[config.mk]
export PLATFORM = sky130hd
export DESIGN_NAME = tpc_ram
export DESIGN_NICKNAME = d
export VERILOG_FILES = /design/src/rtl/tpc_ram.sv
export SDC_FILE = /design/constraint.sdc
export NUM_CORES = 1
export LEC_CHECK = 0
export BUFFER_PORTS_ARGS = -buffer_cell sky130_fd_sc_hd__buf_2
export CAP_MARGIN = 20
export CELL_PAD_IN_SITES_DETAIL_PLACEMENT = 0
export CELL_PAD_IN_SITES_GLOBAL_PLACEMENT = 2
export CORE_MARGIN = 8
export CORE_UTILIZATION = 30
export DETAILED_ROUTE_END_ITERATION = 8
export PLACE_DENSITY = 0.54
export REMOVE_ABC_BUFFERS = 1
export SETUP_SLACK_MARGIN = 0.5
export SLEW_MARGIN = 40
export SYNTH_ARGS = -nofsm -noshare
export SYNTH_HDL_FRONTEND = slang
export SYNTH_SLANG_ARGS = --single-unit
[constraint.sdc]
create_clock -name i_clk -period 2 [get_ports i_clk]
set_input_delay 0.1 -clock i_clk [delete_from_list [all_inputs] [get_ports i_clk]]
set_output_delay 0.1 -clock i_clk [all_outputs]
set_load 0.02 [all_outputs]
[src/rtl/tpc_ram.sv]
// ----------------------------------------------------------------------------
// tpc_ram
// Generic single write port, single read port RAM with registered read.
// ----------------------------------------------------------------------------
module tpc_ram #(
    parameter int W = 8,
    parameter int D = 16
) (
    input  logic                 i_clk,
    input  logic                 i_we,
    input  logic [$clog2(D)-1:0] i_waddr,
    input  logic [W-1:0]         i_wdata,
    input  logic                 i_re,
    input  logic [$clog2(D)-1:0] i_raddr,
    output logic [W-1:0]         o_rdata
);

    logic [W-1:0] r_mem [D];
    logic [W-1:0] r_rdata;

    always_ff @(posedge i_clk) begin
        if (i_we) begin
            r_mem[i_waddr] <= i_wdata;
        end
        if (i_re) begin
            r_rdata <= r_mem[i_raddr];
        end
    end

    assign o_rdata = r_rdata;

endmodule

## After elaboration in Yosys (flattened, before gate mapping)

Memories as Yosys holds them, arrays and structs flattened. A register that Yosys moved wholly into a read port is not among the register bits.
Index checks and enable logic that the tools add are counted.

- RAM bits: 128
- Memories: 1
- Logic and storage cells: 3
- Register bits: 0

Memory list:

| memory | depth | width | read ports | clocked after Yosys merged registers in | write ports | RTL line | source |
|---|---|---|---|---|---|---|---|
| r_mem | 16 | 8 | 1 | 1 | 1 | 18 | `logic [W-1:0] r_mem [D];` |

- Multiplexer cells: 2

Operators by type and width:

| cell | count |
|---|---|
| $mux W1 | 2 |

## Longest topological paths before layout

- Word-level depth: 2
- Depth in mapped cells: 5
- Gate-level depth less buffers: 3

## Least setup slack after synthesis

OpenSTA, ideal clock, no wires.

- Path kind: input to register
- From: input i_waddr[2]
- To: memory r_mem[0][0], enable pin
- Slack: 0.407 ns
- Stages: 2
- Arrival time: 1.210 ns
- Required time: 1.617 ns
- Path through: or3b_2 > nor3_1

RTL lines:

| element | RTL line | source |
|---|---|---|
| start: declaration | 11 | `input logic [$clog2(D)-1:0] i_waddr,` |
| end: declaration | 18 |  |

Straight into the memory's write port.

==> impl_metrics.env <==
export IMPL_yosysMostFrequentCell="edfxtp_1"
export IMPL_clock_sinks=136
export IMPL_drtIter0Drc=147
export IMPL_start_kind="flip-flop"
export IMPL_post_cts_buffers=0
export IMPL_cts_tree="done"
export IMPL_final_nets=304
export IMPL_tns_ns=0
export IMPL_ys_seq_area_frac=0.781
export IMPL_r2r_slack_ns=0.54
export IMPL_p_seq_frac=0.502
export IMPL_start_util=0.304
export IMPL_critical_path_max_fanout=1
export IMPL_max_slew_margin_rel=0.663
export IMPL_synth_avg_cell_area_sq_um=22.8
export IMPL_whs_path_depth=1
export IMPL_cp_required_ns=2.15
export IMPL_diodes=0
export IMPL_power_density_nw_per_um2=1020
export IMPL_power_share_combinational=0.051
export IMPL_yosys_register_bits=136
export IMPL_num_rows=48
export IMPL_vias_per_cell=4.60
export IMPL_core_sq_um=17200
export IMPL_setup_viol=0
export IMPL_post_drt_wl_per_cell_microns=21.3
export IMPL_power_mw=6.43
export IMPL_drive_above_1_share=0.329
export IMPL_syn_inst=229
export IMPL_worstReg2RegEnd="o_rdata[4]"
export IMPL_finalCritPeriodShare=0.731
export IMPL_routed_wl_microns=11100
export IMPL_die_area_sq_um=21900
export IMPL_cts_buffer_depth=2
export IMPL_status="complete, no violations"
export IMPL_worstHoldEndpoint="o_rdata[5]"
export IMPL_pin_count=27
export IMPL_synthArstFlopShare=0
export IMPL_yosysWarnings=0
export IMPL_slew_violations=0
export IMPL_cts_htree_levels=4
export IMPL_syn_area_sq_um=5230
export IMPL_p_sw_frac=0.202
export IMPL_synth_ff_type="edfxtp_1"
export IMPL_io_buffers=26
export IMPL_fmax_mhz=684
export IMPL_min_from="i_re"
export IMPL_clkPwrFrac=0.447
export IMPL_power_switching_mw=1.30
export IMPL_root_buffer="clkbuf_16"
export IMPL_synthTopCellsByArea="edfxtp_1 78%, mux4_2 7.8%, mux4_1 7.0%, a22oi_1 2.3%, nor2_1 0.93%"
export IMPL_worstSetupPathType="reg -> reg"
export IMPL_clk_latency_ns=0.41
export IMPL_areaGrowthSynthToFinish_pct=20.7
export IMPL_final_hold_viol_count=0
export IMPL_cellInternalPower_mw=5.14
export IMPL_fp_dieW_microns=148
export IMPL_cts_hold_buf=0
export IMPL_via_count=2407
export IMPL_overflow=0
export IMPL_drt_first_pass_iters=4
export IMPL_antenna_found_initial=0
export IMPL_maxCapViolCount=0
export IMPL_drc=0
export IMPL_hold_class="in -> reg"
export IMPL_netlist_top_cells_count="136 x edfxtp_1, 18 x mux4_2, 16 x a22oi_1"
export IMPL_cp_arrival_ns=1.61
export IMPL_netlist_area_leader_share=0.781
export IMPL_path_clk_slew_ns=0.05
export IMPL_synth_edf_count=136
export IMPL_synth_distinct_cells=18
export IMPL_fin_skew_ns=0.00295
export IMPL_first_global_vias=2616
export IMPL_grt_pass1_wl_microns=16800
export IMPL_ant_nets=0
export IMPL_dp_hpwl_microns=6970
export IMPL_worst_pin_slew_ns=0.505
export IMPL_setup_worst_path_end_class="flip-flop"
export IMPL_rsz0062_at_grt="true"
export IMPL_irDropWorstVdd_mv=0.612
export IMPL_cts_buffers=17
export IMPL_grt_max_degree=33
export IMPL_rr_startpoint="r_mem[11][4]"
export IMPL_track_usage=0.110
export IMPL_r2r_cells=3
export IMPL_routabilityCongestion=0.675
export IMPL_p_leak_nw=2.09
export IMPL_synth_area_leader_cell="edfxtp_1"
export IMPL_post_route_min_period_ns=1.46
export IMPL_die_h_microns=148
cell usage in the layout (no fill, tap or decap), types with 3 or more instances in the layout:
| master | n |
|---|---|
| edfxtp_1 | 136 |
| mux4_1 | 12 |
| a22oi_1 | 11 |
| mux4_2 | 20 |
| nand2_1 | 8 |
| buf_12 | 3 |
| a22oi_2 | 5 |
| nor3_1 | 4 |
| clkinv_1 | 7 |
| buf_4 | 18 |
| clkbuf_16 | 17 |
| nor2_1 | 13 |
| clkinv_2 | 4 |
| buf_2 | 26 |
per-stage QoR:
step	cell area [sq um]	instances	util	setup slack, ns	hold WS [ns]
floorplan	5140	219	-	0.407	0.199
finish	6310	523	0.367	0.537	0.0698
global route	6310	523	0.367	0.492	0.0603
global placement	5750	491	0.335	0.216	0.497
CTS	6300	523	0.367	0.503	0.0546
detailed placement	5750	491	0.335	0.213	0.494
sequential cells by signal (all words and copies together) (netlist names):
| signal | count |
|---|---|
| o_rdata | 8 |
| r_mem | 128 |
how the worst max path moves through the flow:
| stage | from | endpoint |
|---|---|---|
| floorplan | i_waddr[2] | r_mem[0][0] |
| global placement | i_raddr[0] | o_rdata[4] |
| detailed placement | i_raddr[0] | o_rdata[4] |
| CTS | r_mem[1][2] | o_rdata[2] |
| global route | r_mem[11][4] | o_rdata[4] |
| finish | r_mem[11][4] | o_rdata[4] |
critical path, cell delays in order (launching register included):
cell and delay [ns]:
edfxtp_1 0.36, mux4_2 0.49, a22oi_2 0.23, nand2_2 0.12
area by class of cell:
class / instances / area (sq um)
repair buffers: 47 / 325
clock buffers: 18 / 429
clock inverters: 14 / 114
flip-flops and latches: 136 / 4080
multi-input cells: 83 / 1080
fillers: 1617 / 10900
well taps: 225 / 282
kinds of logic (layout without fill, tap and decap cells):
logic type	count (synthesis)	after routing	share of synthesized area
simple gates	35	35	0.0314
compound gates	16	16	0.0230
flops	136	136	0.781
mux	32	32	0.148
buf+inv	10	79	0.0165
power by group through the flow:
stage	logic (mW)	registers, mW	clock network [mW]
after floorplan	0.128	3.30	0
after global placement	0.325	3.29	0
after detailed placement	0.328	3.29	0
after CTS	0.333	3.23	2.93
after global routing	0.357	3.24	3.05
final	0.327	3.23	2.88
layer usage:
metal / track usage / routed length, microns / vias to the layer above
met5: 0 / 0 / -
met4: 0.0530 / 256 / 0
met3: 0.0361 / 480 / 18
met2: 0.169 / 5370 / 52
met1: 0.138 / 5030 / 1246
li1: - / - / 1091
timing repair:
item / in CTS / in global routing
pin swaps: 2 / 1
resized for setup: 5 / 3
endpoints found under the setup margin: 3 / 6
(Power assumes the default switching activity.)
